`src/rtl/snrt_pkg.sv`:
```
// ----------------------------------------------------------------------------
// snrt_pkg
// Shared constants, types and codes of the stream name route table.
// ----------------------------------------------------------------------------
package snrt_pkg;

    localparam int SLOT_COUNT     = 64;
    localparam int MAX_ROUTES     = 32;
    localparam int MAX_NAME_BYTES = 64;

    localparam int SLOT_W   = (SLOT_COUNT > 2) ? $clog2(SLOT_COUNT) : 1;
    localparam int ROUTE_AW = (MAX_ROUTES > 1) ? $clog2(MAX_ROUTES) : 1;
    localparam int KEY_AW   = (MAX_NAME_BYTES > 1) ? $clog2(MAX_NAME_BYTES) : 1;
    localparam int CNT_W    = $clog2(MAX_NAME_BYTES + 1);
    localparam int NAME_AW  = ROUTE_AW + KEY_AW;

    localparam int STATUS_W = 3;
    localparam int ROUTE_W  = 5;
    localparam int BYTE_W   = 8;

    // Only the low SLOT_W bits of the FNV-1a hash pick the start slot, and
    // those bits of an xor and a product depend on the low bits alone.
    localparam logic [63:0] FNV_BASIS = 64'hCBF2_9CE4_8422_2325;
    localparam logic [63:0] FNV_PRIME = 64'h0000_0100_0000_01B3;

    typedef logic [SLOT_W-1:0]  t_hash;
    typedef logic [CNT_W-1:0]   t_count;
    typedef logic [KEY_AW-1:0]  t_key_addr;
    typedef logic [ROUTE_W-1:0] t_route;

    localparam t_hash HASH_BASIS = t_hash'(FNV_BASIS);
    localparam t_hash HASH_PRIME = t_hash'(FNV_PRIME);

    typedef enum logic [STATUS_W-1:0] {
        ST_FOUND     = 3'd0,
        ST_UNKNOWN   = 3'd1,
        ST_TOO_LONG  = 3'd2,
        ST_INSERTED  = 3'd3,
        ST_DUPLICATE = 3'd4,
        ST_FULL      = 3'd5
    } t_status;

    typedef enum logic {
        CMD_LOOKUP = 1'b0,
        CMD_INSERT = 1'b1
    } t_cmd;

    typedef enum logic [2:0] {
        S_ACCEPT,
        S_PROBE,
        S_SLOTRD,
        S_LENRD,
        S_CMP,
        S_COPY,
        S_DONE
    } t_state;

    // Name state after the current byte is taken in.
    typedef struct packed {
        t_hash  hash;
        t_count len;
        logic   too_long;
    } t_key_info;

endpackage

```
`src/rtl/snrt_slots.sv`:
```
// ----------------------------------------------------------------------------
// snrt_slots
// Slot table: valid flags in flops, route indexes in a synchronous memory.
// ----------------------------------------------------------------------------
module snrt_slots (
    input  logic                        i_clk,
    input  logic                        i_rst_n,
    input  logic                        i_we,
    input  snrt_pkg::t_hash             i_addr,
    input  snrt_pkg::t_route            i_wr_route,
    output logic                        o_valid,
    output snrt_pkg::t_route            o_rd_route
);

    logic             r_valid [snrt_pkg::SLOT_COUNT];
    snrt_pkg::t_route r_route [snrt_pkg::SLOT_COUNT];

    assign o_valid = r_valid[i_addr];

    always_ff @(posedge i_clk) begin
        if (!i_rst_n) begin
            for (int k = 0; k < snrt_pkg::SLOT_COUNT; k++) begin
                r_valid[k] <= 1'b0;
            end
        end else if (i_we) begin
            r_valid[i_addr] <= 1'b1;
        end
    end

    always_ff @(posedge i_clk) begin
        if (i_we) begin
            r_route[i_addr] <= i_wr_route;
        end
        o_rd_route <= r_route[i_addr];
    end

endmodule

```
`config.mk`:
```
export PLATFORM = sky130hd
export DESIGN_NAME = snrt_slots
export DESIGN_NICKNAME = d
export VERILOG_FILES = /design/src/rtl/snrt_pkg.sv /design/src/rtl/snrt_slots.sv
export SDC_FILE = /design/constraint.sdc
export NUM_CORES = 1
export LEC_CHECK = 0
export BUFFER_PORTS_ARGS = -buffer_cell sky130_fd_sc_hd__buf_2
export CAP_MARGIN = 20
export CORE_AREA = 2 2 162 164
export CTS_CLUSTER_SIZE = 40
export DETAILED_ROUTE_END_ITERATION = 7
export DIE_AREA = 0 0 164 166
export PLACE_DENSITY = 0.76
export SKIP_LAST_GASP = 1
export SYNTH_ARGS = -nofsm -noshare
export SYNTH_HDL_FRONTEND = slang
export SYNTH_SLANG_ARGS = --single-unit
export TNS_END_PERCENT = 100
```
`constraint.sdc`:
```
create_clock -name i_clk -period 5.8 [get_ports i_clk]
set_clock_uncertainty 0.1 [all_clocks]
set_input_delay 1.45 -clock i_clk [delete_from_list [all_inputs] [get_ports i_clk]]
set_output_delay 1.45 -clock i_clk [all_outputs]
set_load 0.01 [all_outputs]
```
=== Yosys cells after proc, flatten, opt, wreduce, memory -nomap -nowiden ===
Memories as Yosys holds them, arrays and structs flattened. A register that Yosys moved wholly into a read port is not among the register bits.
Cells that the tools add are included.

* Flip-flop bits (word level): 0
* Latch bits: 0
* Bits in writable memories: 384
* Memory bits (read-only): 0
* Input bits: 14
* Output and inout bits: 6
* Word-level logic and storage cells: 11
* Memories: 2

* $add $sub $neg: 0
* Multiply operators: 0
* Div/mod/pow operators: 0
* Magnitude comparators: 0
* Eq/ne operators: 0
* Shift-type cells: 0
* Multiplexer cells: 8
* Bitwise gates (word level): 0
* Reduce and logical (&&, ||, !) cells: 1

{| class="wikitable"
|+ Memory list
! name !! depth !! width !! rd ports !! clocked after Yosys merged registers in !! write ports !! line !! text
|-
| r_route || 64 || 5 || 1 || 1 || 1 || snrt_slots.sv:16 || <nowiki>snrt_pkg::t_route r_route [snrt_pkg::SLOT_COUNT];</nowiki>
|-
| r_valid || 64 || 1 || 1 || 0 || 64 || snrt_slots.sv:15 || <nowiki>logic r_valid [snrt_pkg::SLOT_COUNT];</nowiki>
|}

{| class="wikitable"
|+ Operator list
! kind !! count
|-
| 2-to-1 mux 1 bit || 7
|-
| 2-to-1 mux 6 bit || 1
|-
| OR reduction 1 bit || 1
|}

=== Longest topological paths before layout ===
* Depth in word-level cells: 5
* Depth in mapped cells: 9
* Mapped depth without buffers: 5

=== Worst setup path after synthesis ===
OpenSTA, ideal clock, no wires.

* Path kind: input-to-output
* Start: input i_addr[0]
* End: output o_valid
* Data arrival time: 3098 ps
* Setup slack: 1152 ps
* Cell stages on the path: 9
* Buffers on the path: 4
* Cell sequence: buf_2 -> buf_2 -> buf_2 -> clkbuf_1 -> mux4_2 -> nand2_1 -> a21oi_1 -> nor4_1 -> nand4_1

* Longest elaborated chain between the ends: 1

{| class="wikitable"
|+ Ends and longest elaborated chain
! item !! line !! text
|-
| start: declaration || snrt_slots.sv:9 || <nowiki>input snrt_pkg::t_hash i_addr,</nowiki>
|-
| memory (64 x 1 bit) || n/a ||
|-
| end: declaration || snrt_slots.sv:11 || <nowiki>output logic o_valid,</nowiki>
|}

No other way between the ends.

=== Final worst setup path ===
* Start: input i_addr[1]
* End: output o_valid

Same word-level chain as after synthesis.

==> flow_summary.rst <==
.. list-table::
   :header-rows: 1

   * - Metric
     - Value
   * - Detail Route met2 WL
     - between 15 and 20 mm
   * - Highest net fanout along the worst path
     - 33
   * - CP Launch Type
     - input pin
   * - Fraction of layout cells with a size suffix above 1
     - 0.154
   * - Core occupancy in the finished layout
     - 0.657
   * - Number of detailed-routing iterations run before antenna repair
     - 6
   * - Number of buffer cells added on primary ports
     - 19
   * - Residual antenna-violating net count after detailed routing
     - 0
   * - Clock latency at the later pin of the worst-skew pair
     - 520 ps
   * - RSZ-0062 raised after global routing
     - no
   * - F_max
     - about 0.20 GHz
   * - Final setup slack of the worst path
     - about 850 ps
   * - Layout Area Growth over Synthesis
     - 11.1%
   * - Post-route setup TNS
     - 0 ps
   * - EDFF count, synth
     - 320
   * - Number of buffers created by CTS
     - 37
   * - Number of ports placed on the die boundary
     - 20
   * - Critical Path Source
     - i_addr[1]
   * - Routed WL
     - 40.3 mm
   * - Initial antenna violation count
     - 1
   * - Detailed route wirelength on metal3
     - 4.86 mm
   * - Maximum buffer depth of the clock tree
     - 3
   * - Setup bufs post-CTS
     - 0
   * - Wire length of the first global-routing pass
     - approximately 59 mm
   * - Switching power
     - 1.23 mW
   * - # Max-Cap Violations
     - 0
   * - Power share of the clock group
     - 0.411
   * - Full die area
     - 27200 µm²
   * - Synthesis Warnings
     - 0
   * - Syn avg cell area
     - 15.5 µm²
   * - Critical path capture point
     - o_valid
   * - Slew at the pin closest to its max-slew limit
     - 951 ps
   * - Layout Nets
     - about 1000
   * - Post-synth cell types
     - 59
   * - Number of cell instances on the worst register-to-register path
     - 5
   * - Relative slew margins
     - 0.363
   * - DRT iter0 DRCs
     - 1586
   * - Number of gates resized after CTS
     - 0
   * - Post-route minimum period
     - 4950 ps
   * - Peak supply drop
     - 0.263 mV
   * - Uppermost metal layer occupied by signal nets
     - met5
   * - Portion of total power attributed to sequential cells
     - 0.531
   * - Proportion of register bits with asynchronous set or reset after synthesis
     - 0
   * - DRC violations left
     - 0
   * - Result of the run
     - finished clean
   * - DP HPWL
     - roughly 25 mm
   * - P_int
     - 4.52 mW
   * - DIE HEIGHT
     - between 150 and 200 µm
   * - Leakage dissipation
     - 5.39 nW
   * - Initial standard-cell utilization of the core
     - 0.591
   * - CTS sink cnt
     - between 300 and 400
   * - Endpoint of the most critical register-to-register path
     - o_rd_route[4]
   * - Standard-cell row count
     - approximately 60
   * - Kind of path behind the tightest hold check
     - flop to flop
   * - Required time worst endpoint
     - 4250 ps
   * - Maximum number of pins on one net before global-route repair
     - 65
   * - Max H-tree Level
     - 2
   * - Final period utilization
     - 0.854
   * - Capturing element type of the critical path
     - output port
   * - Synthesized Nets
     - 994
   * - Primary flip-flop cell chosen by synthesis mapping
     - sky130_fd_sc_hd__edfxtp_1
   * - Final hold slack
     - 366 ps
   * - Post-DR wirelength/cell
     - 29.6 µm
   * - Fraction of power consumed by combinational cells
     - 0.058
   * - Final max-slew violation count
     - 0
   * - Number of buffers inserted by hold repair at cts
     - 0
   * - Fin. Hold Viols
     - 0
   * - Met1 routed wirelength after detailed routing
     - 14.7 mm
   * - Slack of the worst reg-to-reg path
     - 3020 ps
   * - Overall Global Routing Usage
     - 0.298
   * - Root Driver
     - sky130_fd_sc_hd__clkbuf_16
   * - Setup Crit Path Kind
     - input pin to output port
   * - CTS clock-pin slew for the worst setup and hold paths
     - about 60 ps
   * - Setup Viol. Count Final
     - 0
   * - Mapped Area
     - 15100 µm²
   * - Total via count in the routed design
     - approximately 9600
   * - Areal power density over the cells
     - approximately 340 nW/µm²
   * - Overall die width
     - between 150 and 200 µm
   * - Net Sw Frac
     - 0.213
   * - Final Wtd Congestion
     - ~0.96
   * - Worst R2R Start
     - r_route[2][4]
   * - Register bit total from synthesis
     - about 400
   * - Worst slack at placement
     - 930 ps
   * - Congestion Overflow GR
     - 0
   * - Number of global-route vias before repair
     - 9086
   * - TritonCTS clock tree
     - done
   * - Avg Vias per Cell
     - 7.03
   * - Synthesized netlist cell count
     - slightly below 1000
   * - Floorplan core area
     - 25600 µm²
   * - Register area share after synthesis
     - 0.725
   * - Worst path arrival time
     - 3400 ps
-- layout by cell type (no fill, tap or decap), types with 16 or more instances in the layout --
master                      Yosys  final
sky130_fd_sc_hd__a221oi_1      67     67
sky130_fd_sc_hd__a21oi_1       16     16
sky130_fd_sc_hd__mux2_2        20     20
sky130_fd_sc_hd__clkbuf_16      0     37
sky130_fd_sc_hd__nor3_1        16     16
sky130_fd_sc_hd__o21a_1        65     65
sky130_fd_sc_hd__nand2_1       33     33
sky130_fd_sc_hd__edfxtp_1     320    320
sky130_fd_sc_hd__buf_4          1     35
sky130_fd_sc_hd__mux4_2        16     16
sky130_fd_sc_hd__buf_2         19     17
sky130_fd_sc_hd__nor2_1        72     71
sky130_fd_sc_hd__a22oi_1       41     41
sky130_fd_sc_hd__dfxtp_1       69     69
-- area by class of cell --
cell class                      count  area, µm²
Antenna cell                        1       2.50
Clock buffer                       47        983
Timing Repair Buffer               55        408
Inverter                            4       15.0
Clock inverter                     18        189
Multi-Input combinational cell    512       3830
Sequential cell                   389      11000
Fill cell                        1731       8780
Tap cell                          335        419
-- sequential cells by signal, summed over array words and instances, names as in the netlist --
name	cells
r_valid	64
o_rd_route	5
r_route	320
-- worst min-delay path by stage --
| stage | from | end | slack (ps) | cells after the start |
|---|---|---|---|---|
| 2_1_floorplan | r_valid[29] | r_valid[29] | 330 | 1 |
| 3_3_place_gp | r_valid[10] | r_valid[10] | 340 | 1 |
| 3_5_place_dp | r_valid[24] | r_valid[24] | 350 | 1 |
| 4_1_cts | r_valid[24] | r_valid[24] | 370 | 1 |
| 5_1_grt | r_valid[46] | r_valid[46] | 380 | 1 |
| 6_report | r_valid[24] | r_valid[24] | 370 | 1 |
-- Yosys cell counts (2+ instances only) --
library cell | count | area [µm²]
sky130_fd_sc_hd__buf_1 | 6 | 22.5
sky130_fd_sc_hd__a22o_1 | 6 | 52.6
sky130_fd_sc_hd__nor2_1 | 72 | 270
sky130_fd_sc_hd__o221ai_1 | 12 | 105
sky130_fd_sc_hd__nand2b_1 | 10 | 62.6
sky130_fd_sc_hd__nand3_1 | 14 | 70.1
sky130_fd_sc_hd__o22a_1 | 2 | 17.5
sky130_fd_sc_hd__o22ai_1 | 12 | 75.1
sky130_fd_sc_hd__a211oi_1 | 7 | 52.6
sky130_fd_sc_hd__inv_1 | 3 | 11.3
sky130_fd_sc_hd__edfxtp_1 | 320 | 9610
sky130_fd_sc_hd__nor3_1 | 16 | 80.1
sky130_fd_sc_hd__and2_1 | 3 | 18.8
sky130_fd_sc_hd__nor4_1 | 3 | 18.8
sky130_fd_sc_hd__nor2b_1 | 7 | 43.8
sky130_fd_sc_hd__or3b_2 | 6 | 52.6
sky130_fd_sc_hd__nand3b_1 | 8 | 60.1
sky130_fd_sc_hd__clkbuf_1 | 47 | 176
sky130_fd_sc_hd__and3b_1 | 5 | 43.8
sky130_fd_sc_hd__a2111oi_0 | 3 | 26.3
sky130_fd_sc_hd__a22oi_1 | 41 | 308
sky130_fd_sc_hd__mux4_1 | 2 | 52.6
sky130_fd_sc_hd__buf_6 | 2 | 22.5
sky130_fd_sc_hd__a221oi_2 | 2 | 30.0
sky130_fd_sc_hd__or4_1 | 2 | 15.0
sky130_fd_sc_hd__and3_1 | 4 | 25.0
sky130_fd_sc_hd__nand2_1 | 33 | 124
sky130_fd_sc_hd__a221o_1 | 4 | 40.0
sky130_fd_sc_hd__o21ai_0 | 5 | 25.0
sky130_fd_sc_hd__a2bb2oi_1 | 2 | 17.5
sky130_fd_sc_hd__a31oi_1 | 5 | 31.3
sky130_fd_sc_hd__nand4_1 | 5 | 31.3
sky130_fd_sc_hd__dfxtp_1 | 69 | 1380
sky130_fd_sc_hd__o2bb2ai_1 | 5 | 43.8
sky130_fd_sc_hd__nor3b_1 | 2 | 15.0
sky130_fd_sc_hd__buf_2 | 19 | 95.1
sky130_fd_sc_hd__mux2i_1 | 15 | 150
sky130_fd_sc_hd__mux4_2 | 16 | 360
sky130_fd_sc_hd__mux2_2 | 20 | 225
sky130_fd_sc_hd__a221oi_1 | 67 | 587
sky130_fd_sc_hd__o21a_1 | 65 | 488
sky130_fd_sc_hd__a21oi_1 | 16 | 80.1
-- cells by family after synthesis --
kind of cell | share of synthesized area
compound gates | 0.136
buf+inv | 0.0224
flops | 0.725
mux | 0.0520
simple gates | 0.0644
-- power groups by stage --
stage	Combinational, mW	Clock [mW]	Sequential, mW
2_1_floorplan	0.172	0	3.11
3_3_place_gp	0.313	0	3.11
3_5_place_dp	0.318	0	3.11
4_1_cts	0.320	2.36	3.05
5_1_grt	0.346	2.47	3.05
6_report	0.332	2.36	3.05
-- through the flow --
step                      std cells  power (mW)  area, µm²
after floorplan                 980        3.28      15100
after global placement         1293        3.42      15600
after detailed placement       1293        3.43      15600
after CTS                      1358        5.74      16800
after global routing           1360        5.87      16800
final                          1361        5.74      16800
-- metal layers --
metal  global-route usage  up-vias
li1                     -     3988
met1                0.424     4733
met2                0.462      706
met3               0.0639      142
met4                0.104        2
met5                    0        -
-- worst max-delay path, stage by stage --
cell and delay (ps):
sky130_fd_sc_hd__buf_4 330, sky130_fd_sc_hd__nor2b_1 720, sky130_fd_sc_hd__a221oi_1 220, sky130_fd_sc_hd__nor3_1 250
sky130_fd_sc_hd__nor3_1 100, sky130_fd_sc_hd__nand4_1 160, sky130_fd_sc_hd__buf_2 160
Power figures use the tool's default switching activity.
