===== config.mk =====
export PLATFORM = sky130hd
export DESIGN_NAME = snrt_front
export DESIGN_NICKNAME = d
export VERILOG_FILES = /design/src/rtl/snrt_pkg.sv /design/src/rtl/snrt_front.sv
export SDC_FILE = /design/constraint.sdc
export NUM_CORES = 1
export LEC_CHECK = 0
export BUFFER_PORTS_ARGS = -buffer_cell sky130_fd_sc_hd__buf_2
export CAP_MARGIN = 20
export CORE_ASPECT_RATIO = 0.8
export CORE_MARGIN = 3
export CORE_UTILIZATION = 25
export CTS_CLUSTER_DIAMETER = 100
export CTS_CLUSTER_SIZE = 25
export DETAILED_ROUTE_END_ITERATION = 16
export GPL_TIMING_DRIVEN = 0
export PLACE_DENSITY_LB_ADDON = 0.25
export SKIP_CTS_REPAIR_TIMING = 1
export SLEW_MARGIN = 0
export SYNTH_ARGS = -nofsm -noshare
export SYNTH_HDL_FRONTEND = slang
export SYNTH_SLANG_ARGS = --single-unit

===== constraint.sdc =====
create_clock -name i_clk -period 2.7 [get_ports i_clk]
set_clock_uncertainty 0.1 [all_clocks]
set_input_delay 0 -clock i_clk [delete_from_list [all_inputs] [get_ports i_clk]]
set_output_delay 0 -clock i_clk [all_outputs]
set_load 0.05 [all_outputs]

===== src/rtl/snrt_pkg.sv =====
// ----------------------------------------------------------------------------
// snrt_pkg
// Shared constants, types and codes of the stream name route table.
// ----------------------------------------------------------------------------
package snrt_pkg;

    localparam int SLOT_COUNT     = 64;
    localparam int MAX_ROUTES     = 32;
    localparam int MAX_NAME_BYTES = 64;

    localparam int SLOT_W   = (SLOT_COUNT > 2) ? $clog2(SLOT_COUNT) : 1;
    localparam int ROUTE_AW = (MAX_ROUTES > 1) ? $clog2(MAX_ROUTES) : 1;
    localparam int KEY_AW   = (MAX_NAME_BYTES > 1) ? $clog2(MAX_NAME_BYTES) : 1;
    localparam int CNT_W    = $clog2(MAX_NAME_BYTES + 1);
    localparam int NAME_AW  = ROUTE_AW + KEY_AW;

    localparam int STATUS_W = 3;
    localparam int ROUTE_W  = 5;
    localparam int BYTE_W   = 8;

    // Only the low SLOT_W bits of the FNV-1a hash pick the start slot, and
    // those bits of an xor and a product depend on the low bits alone.
    localparam logic [63:0] FNV_BASIS = 64'hCBF2_9CE4_8422_2325;
    localparam logic [63:0] FNV_PRIME = 64'h0000_0100_0000_01B3;

    typedef logic [SLOT_W-1:0]  t_hash;
    typedef logic [CNT_W-1:0]   t_count;
    typedef logic [KEY_AW-1:0]  t_key_addr;
    typedef logic [ROUTE_W-1:0] t_route;

    localparam t_hash HASH_BASIS = t_hash'(FNV_BASIS);
    localparam t_hash HASH_PRIME = t_hash'(FNV_PRIME);

    typedef enum logic [STATUS_W-1:0] {
        ST_FOUND     = 3'd0,
        ST_UNKNOWN   = 3'd1,
        ST_TOO_LONG  = 3'd2,
        ST_INSERTED  = 3'd3,
        ST_DUPLICATE = 3'd4,
        ST_FULL      = 3'd5
    } t_status;

    typedef enum logic {
        CMD_LOOKUP = 1'b0,
        CMD_INSERT = 1'b1
    } t_cmd;

    typedef enum logic [2:0] {
        S_ACCEPT,
        S_PROBE,
        S_SLOTRD,
        S_LENRD,
        S_CMP,
        S_COPY,
        S_DONE
    } t_state;

    // Name state after the current byte is taken in.
    typedef struct packed {
        t_hash  hash;
        t_count len;
        logic   too_long;
    } t_key_info;

endpackage


===== src/rtl/snrt_front.sv =====
// ----------------------------------------------------------------------------
// snrt_front
// Byte intake: running hash, byte count, too-long flag and key buffer.
// ----------------------------------------------------------------------------
module snrt_front (
    input  logic                        i_clk,
    input  logic                        i_rst_n,
    input  logic                        i_we,
    input  logic [snrt_pkg::BYTE_W-1:0] i_byte,
    input  logic                        i_last,
    input  snrt_pkg::t_key_addr         i_rd_addr,
    output logic [snrt_pkg::BYTE_W-1:0] o_rd_data,
    output snrt_pkg::t_key_info         o_info
);

    logic [snrt_pkg::BYTE_W-1:0] r_key [snrt_pkg::MAX_NAME_BYTES];
    snrt_pkg::t_hash  r_hash, n_hash, w_mix;
    snrt_pkg::t_count r_cnt,  n_cnt;
    logic             r_too,  n_too;
    logic             w_room;

    assign w_room = (r_cnt < snrt_pkg::t_count'(snrt_pkg::MAX_NAME_BYTES));
    assign w_mix  = r_hash ^ snrt_pkg::t_hash'(i_byte);
    assign n_hash = snrt_pkg::t_hash'(w_mix * snrt_pkg::HASH_PRIME);
    assign n_cnt  = w_room ? r_cnt + snrt_pkg::t_count'(1) : r_cnt;
    assign n_too  = r_too | ~w_room;

    assign o_info = '{hash: n_hash, len: n_cnt, too_long: n_too};

    always_ff @(posedge i_clk) begin
        if (!i_rst_n) begin
            r_hash <= snrt_pkg::HASH_BASIS;
            r_cnt  <= '0;
            r_too  <= 1'b0;
        end else if (i_we) begin
            // clear back to the empty name after the final byte
            r_hash <= i_last ? snrt_pkg::HASH_BASIS : n_hash;
            r_cnt  <= i_last ? '0 : n_cnt;
            r_too  <= i_last ? 1'b0 : n_too;
        end
    end

    always_ff @(posedge i_clk) begin
        if (i_we && w_room) begin
            r_key[r_cnt[snrt_pkg::KEY_AW-1:0]] <= i_byte;
        end
        o_rd_data <= r_key[i_rd_addr];
    end

endmodule


== After elaboration in Yosys (flattened, before gate mapping) ==
Memory sizes are Yosys's and may differ from the RTL's. A register that Yosys moved wholly into a read port is not among the register bits.
Index checks and enable logic that the tools add are counted.

* Logic and storage cells: 17
* Register bits: 14
* Memories kept: 1
* Memory bits (read-only): 0
* Bits of input ports: 18
* Output and inout bits: 22
* Bits in latches: 0
* RAM bits: 512

* Reductions and logical operators: 1
* Magnitude comparators: 1
* Multiply operators: 1
* Shift-type cells: 0
* Equality and inequality tests: 0
* Div/mod/pow operators: 0
* Add/sub/neg operators: 1
* Mux-type cells: 6
* Bitwise operators: 3

{| class="wikitable"
|+ Memory list
! name !! depth !! bits a word !! read ports !! clocked after memory_dff !! wr ports !! line !! source
|-
| r_key || 64 || 8 || 1 || 1 || 1 || snrt_front.sv:16 || <nowiki>logic [snrt_pkg::BYTE_W-1:0] r_key [snrt_pkg::MAX_NAME_BYTES];</nowiki>
|}

{| class="wikitable"
|+ Operator list
! kind !! number
|-
| $mux W7 || 2
|-
| $add A7 B1 Y7 const B || 1
|-
| $lt A7 B7 Y1 const B || 1
|-
| $mul A6 B5 Y6 const B || 1
|-
| $mux W6 || 1
|-
| $xor A6 B6 Y6 || 1
|-
| $mux W1 || 3
|-
| $logic_and A1 B1 Y1 || 1
|-
| $not A1 Y1 || 1
|-
| $or A1 B1 Y1 || 1
|}

== Logic depth before layout (Yosys ltp) ==
Gate-level depths: netlist (run 1).

* Depth after elaboration: 4
* Mapped depth: 12
* Gate-level depth less buffers: 12

== Least setup slack after synthesis (run 1) ==
OpenSTA, ideal clock, no wires.

* Path kind: reg-to-reg
* From: reg r_hash[0]
* To: reg r_hash[5]
* Slack: -1298 ps
* Library setup time: 62 ps
* Path buffers: 0
* Period minus slack after synthesis: 3998 ps
* Stages on the path, launching flop included: 11
* Data arrival time: 3836 ps
* Required time: 2538 ps
* Cells stage by stage: dfxtp_1 > xor2_1 > ha_1 > ha_1 > inv_1 > fa_1 > xor2_1 > xnor2_1 > xnor2_1 > xnor2_1 > o32a_1

{| class="wikitable"
|+ RTL lines
! element !! line !! source
|-
| from (decl) || snrt_front.sv:17 || <nowiki>snrt_pkg::t_hash r_hash, n_hash, w_mix;</nowiki>
|-
| from (signal assigned) || snrt_front.sv:32 || <nowiki>r_hash <= snrt_pkg::HASH_BASIS;</nowiki>
|-
| from (signal assigned) || snrt_front.sv:37 || <nowiki>r_hash <= i_last ? snrt_pkg::HASH_BASIS : n_hash;</nowiki>
|}

==> impl_metrics.toml, run 1 <==
[logic_synthesis]
syn-instance-count = 1040
ys_seq_area_frac = 0.754
synth_seq_cells = 534
syn_area_per_cell_um2 = 20.2
synth_area_leaders = "edfxtp_1, mux4_2, dfxtp_1"
synth_common_cells = "edfxtp_1, mux4_2, nor2_1"
synth_async_sr_flop_share = 0
syn_area_um2 = 21000
synth-edff-count = 512
synth.yosys.warnings = 0
yosysMostFrequentCell = "edfxtp_1"
yosysUniqueCellTypes = 45
synth_nets = 1067
synth_top_area_share = 0.733
ys.flop_type = "edfxtp_1"
yosysTopAreaCell = "edfxtp_1"

[routing]
ant_nets = 0
wl_per_cell_um = 25.9
via_per_inst = 4.67
highest_layer = "met5"
wl_met1_mm = 28.3
num_vias = 10600
drtPass1Iterations = 5
drc = 0
wl_met3_mm = 3.81
wl_met2_mm = 25.2
routed_wl_mm = 58.6
drt_first_iter_violations = 1119

[min_path]
whs_path_depth = 3
hp-class = "input port to register"
hp-start = "i_rst_n"
min_to = "r_hash[2]"

[layout]
multiInputGateArea_um2 = 5460
syn_to_final_growth_pct = 16.5
n_fill_cell = 8058
drive_gt1_frac = 0.297
fin_cells = 2264
nNetsFinal = 1167
regArea_um2 = 15800

[placed_design]
place_ws_ns = -0.759
hpwl_mm = 38.9
gp_congestion = 0.832
place_inst = 2187
portBuffers = 35

[job]
max-cap-violations = 0

[grt]
grt_pass1_wl_mm = 80.4
antenna_found_initial = 3
grt_pass1_vias = 10500
track_usage = 0.129
grt_max_degree = 50
gr-total-overflow = 0

[sta]
worst_pin_slew_ns = 1.21
drv_slew = 0
fin_crit_sh = 1.20
setup_viol = 3
fin_ws_ns = -0.553
slew_headroom = 0.196
max_freq_mhz = 307
finalCriticalPeriod_ns = 3.25
rsz0062_at_grt = "true"
hold_viol = 0

[power]
p_seq_frac = 0.599
ir_drop_mv = 0.397
clkPwrFrac = 0.286
p_switching_mw = 3.65
powerDensity_nw_per_um2 = 623
leakage_nw = 7.24
switching_share = 0.239
power_frac_comb = 0.115
internal_power_mw = 11.6

[die]
rows = 94
dieWidth_um = 330
io_pins = 40
die-height_um = 265
initial_core_util = 0.254
die-area_um2 = 87400
coreArea_um2 = 82700

[clock_network]
numCtsBuffers = 25
clock_path_buffers = 3
cts_tree = "yes"
clock-root-buffer = "clkbuf_16"
clk_pin_slew_ns = 0.10
clock-sinks = 534
clk_latency_ns = 0.59
htree_levels = 1

[setup_path]
endpoint_kind = "output port"
reg2reg_depth = 12
worstSetupStartpointType = "register"
reg2reg_setup_slack_ns = -0.15
critical_path_class = "register to output port"
r2r_start = "r_hash[3]"
r2r_end = "r_hash[5]"
crit_fanout = 2
cp.required_ns = 2.60
cp.arrival_ns = 3.15

[run_status]
failed_checks = "setup timing"
outcome = "finished, violations left"
-- power by group through the flow --
| stage | Clock, mW | Combinational (mW) | Sequential (mW) |
|---|---|---|---|
| floorplan | 0 | 0.885 | 9.36 |
| global placement | 0 | 1.49 | 9.31 |
| detailed placement | 0 | 1.53 | 9.30 |
| CTS | 4.48 | 1.53 | 9.11 |
| global route | 4.79 | 1.85 | 9.12 |
| finish | 4.36 | 1.75 | 9.12 |
-- how the worst max path moves through the flow --
| stage | slack, ns | cells after the start | endpoint | from |
|---|---|---|---|---|
| after floorplan | -0.21 | 11 | r_hash[5] | r_hash[4] |
| after global routing | -0.68 | 11 | o_info[13] | r_hash[3] |
| after CTS | -0.87 | 11 | o_info[13] | r_hash[4] |
| after global placement | -1.07 | 12 | o_info[13] | i_byte[4] |
| final | -0.55 | 11 | o_info[13] | r_hash[3] |
| after detailed placement | -0.76 | 13 | o_info[13] | i_byte[4] |
-- flip-flops by register name, indices dropped and copies added (netlist names) --
signal     cells
r_key        512
r_cnt          7
r_too          1
r_hash         6
o_rd_data      8
-- layout by cell type, fill, tap and decap left out, types with 4 or more instances in the layout --
cell and count:
clkbuf_1 45, nor2_4 59, mux4_1 6, a22oi_1 8, nand2_1 16, edfxtp_1 512, xor2_1 4, mux2_2 20
a21oi_1 13, nand2_2 6, mux2i_1 10, buf_12 13, o21ai_0 13, a21o_1 4, nor2_2 4, a31oi_1 4
o22ai_1 20, dlygate4sd3_1 19, buf_4 13, a221oi_1 4, mux4_2 118, xnor2_1 8, inv_1 4, ha_1 4
nor3_1 4, nor2_1 22, dfxtp_1 19, buf_6 5, clkbuf_16 25, nor2b_1 22, o221ai_1 7, buf_2 48
nand3_1 11, a211oi_1 14
-- stage by stage --
stage / hold WS [ns] / TNS, ns / utilization / instance area [um2] / power, mW
floorplan: -0.0387 / -0.211 / - / 21000 / 10.2
global placement: 0.127 / -147.55 / 0.273 / 22600 / 10.8
detailed placement: 0.131 / -140.01 / 0.275 / 22700 / 10.8
CTS: -0.489 / -152.11 / 0.284 / 23500 / 15.1
global route: 0.0851 / -1.05 / 0.295 / 24400 / 15.8
finish: 0.0947 / -0.710 / 0.295 / 24400 / 15.2
-- logic make-up after synthesis --
family / count (synthesis) / synth area share
AO/OA/AOI/OAI: 94 / 0.0303
flip-flops: 534 / 0.754
multiplexers: 154 / 0.150
AND/OR/NAND/NOR: 165 / 0.0360
XOR/XNOR: 19 / 0.00794
adder cells (fa/ha/maj): 9 / 0.00573
buffers and inverters: 65 / 0.0158
-- worst max-delay path, cell delays in order, from the launching register on --
cell     delay [ns]
dfxtp_4        0.38
xor2_4         0.20
ha_4           0.23
ha_4           0.21
ha_4           0.26
inv_2          0.03
fa_2           0.35
xor2_1         0.15
xnor2_1        0.24
xnor2_2        0.19
xnor2_4        0.16
buf_8          0.17
-- layout make-up --
cell class | count | share of cell area
plain buffers | 56 | 0.0122
inverters | 9 | 0.00138
repair buffers | 73 | 0.0281
flip-flops and latches | 534 | 0.648
well taps | 1104 | 0.0566
multi-input cells | 441 | 0.224
clock buffers | 43 | 0.0288
diodes | 2 | 0.000205
clock inverters | 2 | 0.000769
-- routing by layer --
| layer | up-vias | track usage |
|---|---|---|
| met2 | 312 | 0.184 |
| met4 | 2 | 0.0307 |
| met5 | - | 0 |
| met3 | 60 | 0.0274 |
| met1 | 5744 | 0.199 |
| li1 | 4446 | - |
Power figures use the tool's default switching activity.
==> inputs of run 2 (changes only) <==
--- a/config.mk
+++ b/config.mk
@@ -7,14 +7,16 @@
 export LEC_CHECK = 0
 export BUFFER_PORTS_ARGS = -buffer_cell sky130_fd_sc_hd__buf_2
 export CAP_MARGIN = 20
+export CELL_PAD_IN_SITES_DETAIL_PLACEMENT = 0
+export CELL_PAD_IN_SITES_GLOBAL_PLACEMENT = 1
 export CORE_ASPECT_RATIO = 0.8
-export CORE_MARGIN = 3
+export CORE_MARGIN = 2
 export CORE_UTILIZATION = 25
 export CTS_CLUSTER_DIAMETER = 100
 export CTS_CLUSTER_SIZE = 25
 export DETAILED_ROUTE_END_ITERATION = 16
 export GPL_TIMING_DRIVEN = 0
-export PLACE_DENSITY_LB_ADDON = 0.25
+export PLACE_DENSITY = 0.47
 export SKIP_CTS_REPAIR_TIMING = 1
 export SLEW_MARGIN = 0
 export SYNTH_ARGS = -nofsm -noshare
==> impl_metrics.toml, run 2 (synthesis gave the netlist of run 1 again) <==
[die]
io_pins = 40
rows = 94
die-area_um2 = 86200
dieWidth_um = 328
coreArea_um2 = 82700
initial_core_util = 0.254
die-height_um = 263

[clock_network]
htree_levels = 1
clock_path_buffers = 3
cts_tree = "yes"
clock-sinks = 534
numCtsBuffers = 25
clk_latency_ns = 0.60
clock-root-buffer = "clkbuf_16"
clk_pin_slew_ns = 0.11

[grt]
grt_pass1_vias = 10300
antenna_found_initial = 6
track_usage = 0.138
grt_max_degree = 50
grt_pass1_wl_mm = 83.7
gr-total-overflow = 0

[setup_path]
crit_fanout = 3
cpLargestDelayFamily = "adder cells"
slowest_stage = "dfxtp_4"
cpMostUsedCell = "ha_4"
endpoint_kind = "output port"
crit_buf_inv = 2
critical_path_class = "register to output port"
cp.required_ns = 2.60
slowest_delay_ns = 0.38
worstSetupStartpointType = "register"
cp.arrival_ns = 3.16
crit_path_cell_trace = "xor2_4 -> ha_4 -> ha_4 -> ha_4 -> inv_2 -> fa_2 -> xor2_2 -> xnor2_2 -> xnor2_2 -> xnor2_4 -> buf_6"

[sta]
max_freq_mhz = 307
setup_viol = 3
hold_viol = 0
fin_crit_sh = 1.21
finalCriticalPeriod_ns = 3.26
slew_headroom = 0.238
drv_slew = 0
fin_ws_ns = -0.559
worst_pin_slew_ns = 1.14
rsz0062_at_grt = "true"

[power]
ir_drop_mv = 0.383
finalPower_mw = 15.3
leakage_nw = 7.21
powerDensity_nw_per_um2 = 632

[routing]
routed_wl_mm = 62.1
via_per_inst = 4.63
drc = 0
wl_per_cell_um = 27.5
ant_nets = 0
drt_first_iter_violations = 1239
num_vias = 10500
drtPass1Iterations = 6

[layout]
fin_cells = 2256
n_fill_cell = 8093
final_common_cell = "edfxtp_1"
drive_gt1_frac = 0.295
largest_register_ffs = 512
nNetsFinal = 1160
syn_to_final_growth_pct = 15.5
final_cell_mix = "edfxtp_1, mux4_2, buf_2, clkbuf_1, nor2_2"

[job]
max-cap-violations = 0

[placed_design]
place_inst = 2187
place_ws_ns = -0.819
hpwl_mm = 41.5
portBuffers = 35
gp_congestion = 0.779

[run_status]
failed_checks = "setup timing"
outcome = "finished, violations left"

[min_path]
hp-class = "input port to register"
[run 2: final cells by class]
| cell class | instances | area, um2 | share of cell area |
|---|---|---|---|
| clock buffers | 44 | 717 | 0.0296 |
| diodes | 1 | 2.50 | 0.000103 |
| multi-input cells | 441 | 5330 | 0.220 |
| flip-flops and latches | 534 | 15800 | 0.654 |
| clock inverters | 1 | 16.3 | 0.000672 |
| plain buffers | 56 | 299 | 0.0124 |
| repair buffers | 66 | 607 | 0.0251 |
| well taps | 1104 | 1380 | 0.0571 |
| inverters | 9 | 33.8 | 0.00140 |
[run 2: worst register-to-register path: stages (launching register included)]
cell and delay (ns):
dfxtp_4 0.38, xor2_4 0.21, ha_4 0.24, ha_4 0.21
ha_4 0.26, inv_2 0.03, fa_2 0.35, xor2_2 0.17
xnor2_2 0.16, xnor2_2 0.24, xnor2_4 0.09, o32a_1 0.19
[run 2: worst paths after layout]
path                            startpoint            to  slack (ns)  depth (start not counted)
worst max-delay path             r_hash[3]    o_info[13]       -0.56                         11
worst min-delay path             i_byte[4]  r_key[16][4]        0.02                          1
worst max register to register   r_hash[3]     r_hash[5]       -0.05                         11
worst min register to register       r_too         r_too        0.38                          2
[run 2: layer usage]
layer,global-route usage,routed length [um],up-vias
met5,0,32,-
met4,0.0213,998,6
met2,0.201,27100,264
li1,-,-,4430
met1,0.216,30400,5699
met3,0.0251,3510,53
[run 2: power breakdown]
group,leakage (nW),internal (mW),switching (mW)
Clock,0.349,1.83,2.64
Sequential,4.79,9.10,0.0239
Combinational,2.07,0.630,1.08
[run 2: stage by stage]
step / hold slack (ns) / cell area [um2] / utilization / TNS [ns]
final: 0.0193 / 24200 / 0.293 / -0.611
after global routing: 0.0420 / 24200 / 0.293 / -6.17
after CTS: -0.483 / 23500 / 0.284 / -157.73
after detailed placement: 0.132 / 22700 / 0.275 / -160.56
after global placement: 0.138 / 22600 / 0.273 / -165.86
after floorplan: -0.0387 / 21000 / - / -0.211
